<file path="src/hdl/bmhq_pkg.sv">
// Shared types and constants for the binary min-heap queue.
// Used by the level cells, the top level and the port checker; depends on nothing.
package bmhq_pkg;

   localparam int KEY_W = 32;
   // Index width covers every node index and fill count up to 65536 entries.
   localparam int IDX_W = 17;
   localparam int LVL_W = 5;

   localparam logic REQ_PUSH = 1'b0;
   localparam logic REQ_POP  = 1'b1;

   localparam logic [1:0] ST_OK    = 2'd0;
   localparam logic [1:0] ST_FULL  = 2'd1;
   localparam logic [1:0] ST_EMPTY = 2'd2;

   typedef enum logic [1:0] {
      OP_PUSH  = 2'd0,
      OP_POP   = 2'd1,
      OP_FETCH = 2'd2
   } tok_op_type;

   // Token that walks down the chain of level cells. It enters a cell with the
   // position of the parent node on the level above.
   typedef struct packed {
      logic                     valid;
      logic                     live;
      tok_op_type               op;
      logic signed [KEY_W-1:0]  key;
      logic [IDX_W-1:0]         gidx;
      logic [IDX_W-1:0]         row;
      logic [IDX_W-1:0]         path;
      logic [LVL_W-1:0]         lvl_left;
      logic [IDX_W-1:0]         cnt;
   } tok_type;

   // Write of a parent slot, sent from a cell to the cell above it.
   typedef struct packed {
      logic                     valid;
      logic signed [KEY_W-1:0]  key;
   } wb_type;

   function automatic tok_type tok_advance(tok_type t, logic d);
      tok_type n;
      n          = t;
      n.row      = {t.row[IDX_W-2:0], d};
      n.gidx     = {t.gidx[IDX_W-2:0], 1'b1} + IDX_W'(d);
      n.path     = {t.path[IDX_W-2:0], 1'b0};
      n.lvl_left = t.lvl_left - LVL_W'(1);
      return n;
   endfunction

   function automatic logic [LVL_W-1:0] msb_pos(logic [IDX_W-1:0] v);
      logic [LVL_W-1:0] p;
      p = '0;
      for (int i = 0; i < IDX_W; i++) begin
         if (v[i]) begin
            p = LVL_W'(i);
         end
      end
      return p;
   endfunction

   // Branch bits below the leading one of a 1-based node number, MSB aligned.
   function automatic logic [IDX_W-1:0] path_of(logic [IDX_W-1:0] v);
      logic [LVL_W-1:0] sh;
      sh = LVL_W'(IDX_W) - msb_pos(v);
      return v << sh;
   endfunction

endpackage

</file>
<file path="src/hdl/bmhq_cell.sv">
// One level of the heap: two banks holding the left and right children of
// every node on the level above. Depends on bmhq_pkg.
module bmhq_cell #(
   parameter int LEVEL = 1
) (
   input  logic              clock,
   input  logic              reset,
   input  bmhq_pkg::tok_type tok_in,
   output bmhq_pkg::tok_type tok_out,
   input  bmhq_pkg::wb_type  wb_dn,
   output bmhq_pkg::wb_type  wb_up
);

   localparam int KW   = bmhq_pkg::KEY_W;
   localparam int IW   = bmhq_pkg::IDX_W;
   localparam int LW   = bmhq_pkg::LVL_W;
   localparam int AW   = (LEVEL > 1) ? LEVEL - 1 : 1;
   localparam int ROWS = 1 << AW;

   logic signed [KW-1:0] mem_l [ROWS];
   logic signed [KW-1:0] mem_r [ROWS];
   logic signed [KW-1:0] rd_l_ff;
   logic signed [KW-1:0] rd_r_ff;

   bmhq_pkg::tok_type a_ff;
   bmhq_pkg::tok_type tok_out_ff;
   bmhq_pkg::tok_type b_tok;
   bmhq_pkg::tok_type tok_out_in;
   logic [AW-1:0]     wr_row_ff;
   logic              wr_d_ff;

   logic              need_work;
   logic              d_path;
   logic              b_d;
   logic signed [KW-1:0] node;
   logic signed [KW-1:0] child;
   logic [IW:0]       cnt_x;
   logic [IW:0]       lc;
   logic [IW:0]       rc;
   logic [IW:0]       ci;
   logic [IW:0]       gc;
   logic              pick_r;
   logic              own_we;
   logic              own_d;
   logic signed [KW-1:0] own_key;
   logic              hold_wr;
   logic              we_l;
   logic              we_r;
   logic [AW-1:0]     wa;
   logic signed [KW-1:0] wd;

   // Fetch tokens only stop at their target level; all others just pass.
   assign need_work = tok_in.valid && tok_in.live &&
                      (tok_in.op != bmhq_pkg::OP_FETCH || tok_in.lvl_left == LW'(1));

   assign d_path = a_ff.path[IW-1];
   assign node   = d_path ? rd_r_ff : rd_l_ff;
   assign cnt_x  = {1'b0, a_ff.cnt};
   assign lc     = {a_ff.gidx, 1'b1};
   assign rc     = lc + (IW+1)'(1);
   assign pick_r = (rc < cnt_x) && ($signed(rd_r_ff) < $signed(rd_l_ff));
   assign child  = pick_r ? rd_r_ff : rd_l_ff;
   assign ci     = lc + (IW+1)'(pick_r);
   assign gc     = {ci[IW-1:0], 1'b1};

   always_comb begin
      b_tok   = a_ff;
      b_d     = d_path;
      own_we  = 1'b0;
      own_d   = d_path;
      own_key = a_ff.key;
      hold_wr = 1'b0;
      wb_up   = '0;
      if (a_ff.valid) begin
         case (a_ff.op)
            bmhq_pkg::OP_PUSH: begin
               if (a_ff.lvl_left == LW'(1)) begin
                  own_we     = 1'b1;
                  b_tok.live = 1'b0;
               end else if ($signed(a_ff.key) < $signed(node)) begin
                  own_we    = 1'b1;
                  b_tok.key = node;
               end
            end
            bmhq_pkg::OP_FETCH: begin
               b_tok.key  = node;
               b_tok.live = 1'b0;
            end
            bmhq_pkg::OP_POP: begin
               b_d = pick_r;
               if (lc >= cnt_x) begin
                  wb_up.valid = 1'b1;
                  wb_up.key   = a_ff.key;
                  b_tok.live  = 1'b0;
               end else if ($signed(child) < $signed(a_ff.key)) begin
                  wb_up.valid = 1'b1;
                  wb_up.key   = child;
                  // When the child has no children of its own the key settles here.
                  if (gc < cnt_x) begin
                     hold_wr = 1'b1;
                  end else begin
                     own_we     = 1'b1;
                     own_d      = pick_r;
                     b_tok.live = 1'b0;
                  end
               end else begin
                  wb_up.valid = 1'b1;
                  wb_up.key   = a_ff.key;
                  b_tok.live  = 1'b0;
               end
            end
            default: begin
               b_tok.live = 1'b0;
            end
         endcase
      end
   end

   always_comb begin
      tok_out_in = '0;
      if (a_ff.valid) begin
         tok_out_in = bmhq_pkg::tok_advance(b_tok, b_d);
      end else if (tok_in.valid && !need_work) begin
         tok_out_in = bmhq_pkg::tok_advance(tok_in, tok_in.path[IW-1]);
      end
   end

   assign we_l = (own_we && !own_d) || (!own_we && wb_dn.valid && !wr_d_ff);
   assign we_r = (own_we && own_d) || (!own_we && wb_dn.valid && wr_d_ff);
   assign wa   = own_we ? a_ff.row[AW-1:0] : wr_row_ff;
   assign wd   = own_we ? own_key : wb_dn.key;

   always_ff @(posedge clock) begin
      if (reset) begin
         a_ff.valid       <= 1'b0;
         tok_out_ff.valid <= 1'b0;
      end else begin
         a_ff       <= tok_in;
         a_ff.valid <= need_work;
         tok_out_ff <= tok_out_in;
      end
   end

   always_ff @(posedge clock) begin
      if (need_work) begin
         rd_l_ff <= mem_l[tok_in.row[AW-1:0]];
         rd_r_ff <= mem_r[tok_in.row[AW-1:0]];
      end
      if (we_l) begin
         mem_l[wa] <= wd;
      end
      if (we_r) begin
         mem_r[wa] <= wd;
      end
      if (hold_wr) begin
         wr_row_ff <= a_ff.row[AW-1:0];
         wr_d_ff   <= pick_r;
      end
   end

   assign tok_out = tok_out_ff;

endmodule

</file>
<file path="config.mk">
export PLATFORM = sky130hd
export DESIGN_NAME = bmhq_cell
export DESIGN_NICKNAME = d
export VERILOG_FILES = /design/src/hdl/bmhq_pkg.sv /design/src/hdl/bmhq_cell.sv
export SDC_FILE = /design/constraint.sdc
export NUM_CORES = 1
export LEC_CHECK = 0
export BUFFER_PORTS_ARGS = -buffer_cell sky130_fd_sc_hd__buf_2
export CAP_MARGIN = 10
export CELL_PAD_IN_SITES_DETAIL_PLACEMENT = 1
export CELL_PAD_IN_SITES_GLOBAL_PLACEMENT = 1
export CORE_MARGIN = 4
export CORE_UTILIZATION = 30
export DETAILED_ROUTE_END_ITERATION = 16
export PLACE_DENSITY = 0.52
export SLEW_MARGIN = 20
export SYNTH_ARGS = -nofsm -noshare
export SYNTH_HDL_FRONTEND = slang
export SYNTH_SLANG_ARGS = --single-unit
export TNS_END_PERCENT = 50
</file>
<file path="constraint.sdc">
create_clock -name clock -period 20.7 [get_ports clock]
set_input_delay 4.14 -clock clock [delete_from_list [all_inputs] [get_ports clock]]
set_output_delay 4.14 -clock clock [all_outputs]
set_load 0.02 [all_outputs]
</file>
==> results by group, run 1 <==
Timing
  • Final Hold Vio Count: 0
  • Clk_skew: 0.0132 ns
  • Worst-margin pin slew: 1.01 ns
  • Final min period: 13.52 ns
  • Final hold slack: around 0.53 ns
  • Setup TNS: 0 ns
  • Final worst path period share: 0.653
  • Final setup margin: 7.18 ns
  • Fmax: 0.0740 GHz
  • Max Transition Viols Final: 0
  • Worst slew margin: 0.329
  • Unrepaired setup endpoints after global routing: no
  • Setup violators final: 0

Worst setup path
  • Reg2Reg Depth: 28
  • Crit-path max FO: 30
  • Worst flop-to-flop path startpoint: a_ff[57]
  • Crit path DAT: around 9.4 ns
  • Crit path capture: wb_up[30]
  • Reg2reg setup slack: approximately 11 ns
  • Worst path slowest cell: nor2_1
  • Reg2Reg Capture Point: mem_r[1][20]
  • Critical path startpoint category: flop
  • Worst setup path startpoint: a_ff[57]
  • CP max stage delay: 0.57 ns
  • CP endpoint kind: output pin
  • WP data required: 16.56 ns
  • Setup CP Type: reg -> out

Place
  • Place WS: 7.62 ns
  • IO Port Bufs: approximately 280
  • Routability cong.: 0.795
  • Dpl hpwl: roughly 47000 um
  • Cell area after placement: 23900 um2

Final layout
  • Final nets: ~2200
  • Fill cells: 7541
  • Finished layout cell area: 25500 um2
  • Area occupied by registers: 12300 um2
  • Area Growth Syn to Fin: 19.4%
  • Fraction of layout cells with a size suffix above 1: 0.264
  • Multi-input gate area: 8410 um2

Outcome
  • Status: finished, final reports clean

Clock tree
  • Resize count post-CTS: 0
  • Clk slew on worst S/H paths: 0.06 ns
  • H-tree Lvls: 2
  • CTS tree: done
  • Number of setup buffers added after CTS: 0
  • Sink Count: 410
  • Clk root buf: clkbuf_16
  • Later-pin clock latency in the skew report: 0.59 ns
  • Clock Tree Buf Depth: 3
  • Number of CTS-inserted buffers: 48
  • Hold buffers post-CTS: 0

GRT
  • Largest net degree at the start of global routing: 82
  • Vias in the first global route: 15600
  • Initial antenna violation count: 5
  • First-pass GRT wire length: 98800 um
  • Total GRT Usage: 0.173
  • Aggregate global routing overflow: 0

Die
  • Die Y: 275 um
  • I/O Pins: about 290
  • Die area: 75600 um2
  • Chip width: 275 um
  • Rows: just under 100
  • Core footprint: 70400 um2
  • Initial Utilization: 0.304

Power
  • Leakage: between 0.009 and 0.01 uW
  • Pwr/cell area: 85.4 nW/um2
  • Max VDD drop: 0.0625 mV
  • Tot Pwr: 2180 uW

Logic synthesis
  • Synth area leaders: edfxtp_1 (57%), ha_1 (8.7%), mux2_2 (5.4%)
  • Async SR Flop Fraction: 0
  • EDFF count, synth: 408
  • Most frequent cell after synthesis: edfxtp_1
  • Seq/Total Area, Yosys: 0.575
  • Ys flop type: edfxtp_1
  • Synth area leader: edfxtp_1
  • YS warnings: 0
  • Synth unique cells: 69
  • Avg Inst Size Synth: 12.8 um2
  • Syn Std Cell Area: 21400 um2
  • Flop and latch count out of synthesis: 410
  • Post-synth top cells: edfxtp_1 (408), nand2_1 (159), ha_1 (148)
  • Synth top area share: 0.573
  • Net count after synthesis: 1964
  • Gate Count Post-Synth: 1672

Job
  • Max_cap viols: 0

Hold path
  • HP Class: reg -> reg

Routing
  • DR iter-0 viols: 796
  • Via count: 14700
  • Vias per Instance: ~5.0
  • Router iterations before antenna repair: 5
  • WL per Instance: approximately 23 um
  • Antenna-violating nets left: 0
  • Routed WL: 67100 um
  • # DRC: 0
-- final cells by class --
cell class,instances,share of cell area
Antenna cell,3,0.000294
Clock buffer,61,0.0509
Clock inverter,25,0.0138
Inverter,100,0.0151
Multi-Input combinational cell,1076,0.330
Sequential cell,410,0.482
Tap cell,940,0.0461
Timing Repair Buffer,306,0.0623
-- through the flow --
stage | std cells | util
floorplan | 1672 | -
global placement | 2832 | 0.339
finish | 2921 | 0.363
global route | 2919 | 0.362
CTS | 2918 | 0.362
detailed placement | 2832 | 0.339
-- logic make-up (layout without fill, tap and decap cells) --
kind of cell / count (synthesis) / after routing / synth area share
adders and majority gates: 148 / 148 / 0.0866
buffers and inverters: 186 / 492 / 0.0348
and+or+nand+nor: 426 / 426 / 0.101
xor gates and xnor gates: 59 / 59 / 0.0242
AOI/OAI and AO/OA: 278 / 278 / 0.0905
other: 1 / 4 / 0.000175
muxes: 164 / 164 / 0.0877
DFF: 410 / 410 / 0.575
-- metal layers --
| metal | part of all wire | global-route usage | up-vias |
|---|---|---|---|
| li1 | - | - | 6896 |
| met4 | 0.018 | 0.0368 | 2 |
| met2 | 0.49 | 0.304 | 314 |
| met3 | 0.049 | 0.0311 | 83 |
| met1 | 0.44 | 0.224 | 7415 |
| met5 | 0.00013 | 0 | - |
-- where the power goes --
group	leakage (uW)	internal, uW	switching, uW	total, uW
Sequential	0.00395	965	29.7	995
Combinational	0.00516	107	181	288
Clock	0.000799	544	353	897
Total	0.00991	1620	563	2180
-- worst max-delay path: cells and delay by family (launching register included) --
kind	cells	cell delay, ns
AND/OR/NAND/NOR	12	3.03
XOR/XNOR	1	0.19
buffers and inverters	5	1.71
AO/OA/AOI/OAI	5	1.91
multiplexers	1	0.43
adder cells (fa/ha/maj)	3	0.88
flip-flops	1	0.56
-- cell usage in the layout (no fill, tap or decap), types with 14 or more instances in the layout --
cell	Yosys	routed
o21ai_0	81	81
a32o_1	32	32
a211oi_1	43	43
clkbuf_16	0	48
nor2_1	42	41
nand2_1	159	157
buf_4	1	23
xor2_1	27	27
ha_1	148	148
mux2i_1	34	32
nor3_1	46	45
buf_2	13	283
a21o_1	14	14
nand3b_1	34	34
or3_1	33	33
mux2_4	16	16
nand4_1	32	32
edfxtp_1	408	408
mux2_2	103	103
nand3_1	36	36
xnor2_1	32	32
inv_1	98	96
o211ai_1	15	15
a21oi_1	40	40
-- flip-flops by register name, indices dropped and copies added (netlist names) --
register and cells:
rd_l_ff 32, mem_l 64, rd_r_ff 32, a_ff 76
wr_row_ff 1, tok_out 108, mem_r 64, wr_d_ff 1
own_key 32
-- how the worst min path moves through the flow --
stage	depth (start not counted)	end	start	slack, ns
global placement	2	tok_out[43]	a_ff[42]	0.51
finish	2	tok_out[36]	a_ff[35]	0.53
detailed placement	2	tok_out[44]	a_ff[43]	0.52
floorplan	0	wr_row_ff	a_ff[39]	0.50
global route	2	tok_out[36]	a_ff[35]	0.54
CTS	2	tok_out[44]	a_ff[43]	0.53
(Power assumes the default switching activity.)
==> inputs of run 2 (changes only) <==
==> constraint.sdc (replaced) <==
create_clock -name clock -period 13.11 [get_ports clock]
set_input_delay 2.622 -clock clock [delete_from_list [all_inputs] [get_ports clock]]
set_output_delay 2.622 -clock clock [all_outputs]
set_load 0.02 [all_outputs]
==> results by group, run 2 (synthesized netlist as in run 1, its figures left out) <==
Die
  • Core footprint: 70400 um2 (unchanged)
  • Die area: 75600 um2 (unchanged)
  • Chip width: 275 um (unchanged)
  • Die Y: 275 um (unchanged)
  • I/O Pins: 286 (unchanged)
  • Initial Utilization: 0.304 (unchanged)
  • Rows: 97 (unchanged)

Power
  • Leakage: 0.00991 uW (about the same)
  • Max VDD drop: 0.0917 mV (+47%)
  • Pwr/cell area: 134 nW/um2 (+57%)

Worst setup path
  • Crit path DAT: 8.93 ns (-0.45 ns)
  • Worst path slowest cell: edfxtp_1
  • Setup CP Type: reg -> out
  • CP endpoint kind: output pin
  • Crit-path max FO: 30 (unchanged)
  • CP max stage delay: 0.57 ns (about the same)
  • Critical path startpoint category: flop
  • WP buf/inv: 4 (-1)
  • Delay-heaviest family, CP: simple AND/OR/NAND/NOR gates
  • WP data required: 10.49 ns (-6.07 ns)

Routing
  • DR iter-0 viols: 835 (+4.9%)
  • WL per Instance: 22.8 um (-0.74%)
  • Antenna-violating nets left: 0 (unchanged)
  • Vias per Instance: 4.99 (-0.87%)
  • # DRC: 0 (unchanged)
  • Router iterations before antenna repair: 4 (-1)
  • Routed WL: 66700 um (-0.64%)
  • Via count: 14600 (-0.77%)

Timing
  • Setup TNS: 0 ns (unchanged)
  • Clk_skew: 0.0180 ns (+0.00487 ns)
  • Worst slew margin: 0.299 (-0.0296)
  • Unrepaired setup endpoints after global routing: no
  • Fmax: 0.0866 GHz
  • Max Transition Viols Final: 0 (unchanged)
  • Setup violators final: 0 (unchanged)
  • Final worst path period share: 0.881
  • Worst-margin pin slew: 1.05 ns (+0.0445 ns)
  • Final min period: 11.55 ns
  • Final Hold Vio Count: 0 (unchanged)

Place
  • Routability cong.: 0.790 (-0.64%)
  • IO Port Bufs: 283 (unchanged)
  • Dpl hpwl: 46700 um (about the same)

Final layout
  • Most frequent cells in the layout: edfxtp_1 (408), buf_2 (283), nand2_1 (158)
  • Fin util: 0.363 (about the same)
  • Area Growth Syn to Fin: 19.4% (about the same)
  • Fill cells: 7558 (+0.23%)
  • Fraction of layout cells with a size suffix above 1: 0.265 (+0.00122)
  • Leading cell type in the layout, fill and taps excluded: edfxtp_1
  • Final nets: 2236 (+0.090%)
  • # diodes: 0 (-3)
  • Max FFs per register: 108 (unchanged)

Clock tree
  • Number of CTS-inserted buffers: 49 (+2.1%)
  • Clk slew on worst S/H paths: 0.06 ns (about the same)
  • H-tree Lvls: 2 (unchanged)
  • Clk root buf: clkbuf_16
  • Clock Tree Buf Depth: 3 (unchanged)
  • Hold buffers post-CTS: 0 (unchanged)
  • Sink Count: 410 (unchanged)
  • Later-pin clock latency in the skew report: 0.60 ns (about the same)
  • Number of setup buffers added after CTS: 0 (unchanged)
  • Resize count post-CTS: 0 (unchanged)
  • CTS tree: done

GRT
  • Aggregate global routing overflow: 0 (unchanged)
  • First-pass GRT wire length: 99400 um (+0.54%)
  • Total GRT Usage: 0.174 (+0.000653)
  • Vias in the first global route: 15600 (+0.096%)
  • Initial antenna violation count: 2 (-3)
  • Largest net degree at the start of global routing: 142 (+73%)

Job
  • Max_cap viols: 0 (unchanged)

Hold path
  • HP Class: reg -> reg

Outcome
  • Status: finished, final reports clean
==> run 2: cell count changes in the layout (fill, tap and decap cells not counted), moves of 2 or more <==
cell and delta:
clkinv_1 -2, clkbuf_16 +2, bufinv_16 -3, clkinvlp_4 +4
clkbuf_8 -4, clkinv_4 +2, clkinv_2 +2, diode_2 -3
buf_12 +2, clkbuf_1 +3
==> run 2: metal layers <==
metal	wire length, um	global-route usage
met2	32800	0.301
met3	2720	0.0264
met4	1500	0.0418
met5	13	0
met1	29700	0.228
==> run 2: tightest hold or removal path: stages, from the launching register on <==
cell	delay, ns
edfxtp_1	0.31
nand2_1	0.04
o21ai_0	0.05
==> run 2: final cells by class <==
| cell class | count | area, um2 | area share |
|---|---|---|---|
| inverters | 100 | 384 | 0.0150 |
| well taps | 940 | 1180 | 0.0461 |
| repair buffers | 307 | 1620 | 0.0635 |
| multi-input cells | 1076 | 8410 | 0.329 |
| flip-flops and latches | 410 | 12300 | 0.482 |
| clock buffers | 62 | 1310 | 0.0512 |
| clock inverters | 29 | 338 | 0.0132 |
==> run 2: metrics by stage <==
stage / setup WS [ns] / instance area [um2] / std cells / power [uW] / hold WS [ns]
after global routing: 0.905 / 25500 / 2924 / 3590 / 0.540
after detailed placement: 2.00 / 23900 / 2833 / 2060 / 0.515
after CTS: 1.29 / 25500 / 2924 / 3480 / 0.530
after global placement: 2.17 / 23900 / 2833 / 2050 / 0.508
after floorplan: 4.32 / 21400 / 1672 / 1880 / 0.496
final: 1.56 / 25500 / 2924 / 3420 / 0.524
==> run 2: report_power, final <==
part	switching, uW	leakage [uW]	total [uW]	internal, uW
sequential	46.8	0.00395	1570	1520
clock	577	0.000780	1390	813
combinational	284	0.00517	455	171
==> run 2: path summary, 6_finish.rpt <==
| kind | slack (ns) | to | start | cells past startpoint |
|---|---|---|---|---|
| setup / recovery | 1.56 | wb_up[31] | a_ff[56] | 26 |
| hold / removal | 0.52 | tok_out[28] | a_ff[27] | 2 |
| setup reg to reg | 3.81 | mem_r[0][21] | a_ff[56] | 30 |
| hold reg to reg | 0.52 | tok_out[28] | a_ff[27] | 2 |
==> inputs of run 3 (changes only) <==
--- a/config.mk
+++ b/config.mk
@@ -10,10 +10,10 @@
 export CELL_PAD_IN_SITES_DETAIL_PLACEMENT = 1
 export CELL_PAD_IN_SITES_GLOBAL_PLACEMENT = 1
 export CORE_MARGIN = 4
-export CORE_UTILIZATION = 30
+export CORE_UTILIZATION = 47
 export DETAILED_ROUTE_END_ITERATION = 16
-export PLACE_DENSITY = 0.52
-export SLEW_MARGIN = 20
+export PLACE_DENSITY = 0.77
+export SLEW_MARGIN = 0
 export SYNTH_ARGS = -nofsm -noshare
 export SYNTH_HDL_FRONTEND = slang
 export SYNTH_SLANG_ARGS = --single-unit
==> results by group, run 3 (synthesized netlist as in run 1, its figures left out) <==
Final layout
  • Fraction of layout cells with a size suffix above 1: 0.261 (-0.00460)
  • Leading cell type in the layout, fill and taps excluded: edfxtp_1
  • Final nets: 2230 (-0.27%)
  • Fin cells: 2567 (-12%)
  • Most frequent cells in the layout: edfxtp_1 (408), buf_2 (283), nand2_1 (159)
  • Max FFs per register: 108 (unchanged)
  • Finished layout cell area: 25000 um2 (-2.3%)
  • Area Growth Syn to Fin: 16.7%

Clock tree
  • Clk root buf: clkbuf_16
  • Number of setup buffers added after CTS: 0 (unchanged)
  • Clock Tree Buf Depth: 3 (unchanged)
  • H-tree Lvls: 2 (unchanged)
  • Sink Count: 410 (unchanged)
  • Clk slew on worst S/H paths: 0.06 ns (about the same)
  • Later-pin clock latency in the skew report: 0.59 ns (about the same)
  • CTS tree: done
  • Number of CTS-inserted buffers: 45 (-8.2%)
  • Hold buffers post-CTS: 0 (unchanged)
  • Resize count post-CTS: 0 (unchanged)

Timing
  • Final worst path period share: 0.876 (-0.00488)
  • Max Transition Viols Final: 0 (unchanged)
  • Clk_skew: 0.0238 ns (+0.00580 ns)
  • Final Hold Vio Count: 0 (unchanged)
  • Setup TNS: 0 ns (unchanged)
  • Final min period: 11.49 ns (-0.0640 ns)
  • Unrepaired setup endpoints after global routing: no
  • Final setup margin: 1.62 ns (+0.0640 ns)
  • Worst-margin pin slew: 1.15 ns (+0.101 ns)
  • Setup violators final: 0 (unchanged)
  • Fmax: 0.0870 GHz (+0.56%)
  • Worst slew margin: 0.232 (-0.0676)

Place
  • Dpl hpwl: 42900 um (-8.1%)
  • Place WS: 2.43 ns (+0.427 ns)
  • Routability cong.: 0.860 (+8.8%)
  • IO Port Bufs: 283 (unchanged)
  • Placed insts: 2483 (-12%)
  • Cell area after placement: 23400 um2 (-1.9%)

Die
  • Die Y: 221 um (-20%)
  • Die area: 49000 um2 (-35%)
  • Core footprint: 44600 um2 (-37%)
  • Initial Utilization: 0.479 (+0.176)
  • I/O Pins: 286 (unchanged)
  • Rows: 77 (-21%)
  • Chip width: 221 um (-20%)

Worst setup path
  • Delay-heaviest family, CP: simple AND/OR/NAND/NOR gates
  • Critical path startpoint category: flop
  • CP max stage delay: 0.68 ns (+0.11 ns)
  • Setup CP Type: reg -> out
  • Worst path slowest cell: or4_1
  • WP data required: 10.49 ns (about the same)
  • WP buf/inv: 3 (-1)
  • Worst-path cell chain: ha_1 -> nand3_2 -> nor2_1 -> nand3_1 -> nor2_1 -> xor2_1 -> ha_1 -> nand4_1 -> nor3_1 -> a221o_1 -> a31oi_1 -> nand4_1 -> inv_2 -> mux2_2 -> ha_1 -> nand4_1 -> or4_1 -> nor4b_1 -> nor3_1 -> nand2_1 -> buf_4 -> nor3_1 -> a211oi_1 -> buf_2
  • Crit path DAT: 8.87 ns (-0.06 ns)
  • CP endpoint kind: output pin
  • Crit-path max FO: 25 (-17%)

GRT
  • Initial antenna violation count: 5 (+3)
  • Total GRT Usage: 0.250 (+0.0768)
  • Largest net degree at the start of global routing: 150 (+5.6%)
  • Aggregate global routing overflow: 0 (unchanged)
  • First-pass GRT wire length: 96400 um (-3.0%)
  • Vias in the first global route: 16000 (+2.7%)

Routing
  • Router iterations before antenna repair: 5 (+1)
  • Antenna-violating nets left: 0 (unchanged)
  • DR iter-0 viols: 1096 (+31%)
  • # DRC: 0 (unchanged)
  • Routed WL: 62700 um (-6.0%)
  • Via count: 15100 (+3.3%)
  • Vias per Instance: 5.88 (+18%)
  • WL per Instance: 24.4 um (+7.1%)

Outcome
  • Status: finished, final reports clean

Hold path
  • HP Class: reg -> reg

Power
  • Max VDD drop: 0.107 mV (+17%)
  • Leakage: 0.00985 uW (-0.61%)
  • Pwr/cell area: 134 nW/um2 (+0.14%)

Job
  • Max_cap viols: 0 (unchanged)
-- run 3: cell types whose count changed in the layout (fill, tap and decap cells not counted), sizes merged --
cell	previous run	this run
clkinv	14	11
bufinv	5	6
clkbuf	62	59
buf	307	305
clkinvlp	7	3
diode	0	2
-- run 3: per-layer routing --
layer  part of all wire  vias to the layer above  global-route usage
met5            0.00024                        -                   0
met4              0.036                        2              0.0908
met3              0.054                      107              0.0382
met2               0.48                      466               0.418
met1               0.43                     7607               0.335
li1                   -                     6902                   -
-- run 3: tightest hold or removal path: cells and delay by family (launching register included) --
family	cells	cell delay [ns]
and+or+nand+nor	1	0.05
DFF	1	0.32
AOI/OAI and AO/OA	1	0.05
-- run 3: worst paths after layout --
kind	startpoint	end	slack, ns	depth (start not counted)
setup / recovery	a_ff[56]	wb_up[29]	1.62	24
hold / removal	a_ff[29]	tok_out[30]	0.53	2
setup reg to reg	a_ff[56]	mem_l[0][0]	3.87	25
hold reg to reg	a_ff[29]	tok_out[30]	0.53	2
-- run 3: stage by stage --
stage / total power [uW] / utilization / hold WS, ns
after floorplan: 1880 / - / 0.496
after global placement: 2030 / 0.525 / 0.507
after detailed placement: 2050 / 0.525 / 0.515
after CTS: 3370 / 0.559 / 0.530
after global routing: 3480 / 0.559 / 0.556
final: 3340 / 0.559 / 0.531
-- run 3: power breakdown --
part           leakage, uW  switching, uW  total, uW  internal [uW]
logic              0.00515            286        456            170
clock network     0.000737            537       1320            782
registers          0.00395           45.3       1570           1520
-- run 3: layout make-up --
class                      instances  area, um2
clock inverter                    23        293
timing repair buffer             305       1590
sequential                       410      12300
clock buffer                      59       1230
antenna                            2       5.00
fill                            4571      19700
multi-input combinational       1076       8420
inverter                         100        383
tap                              592        741
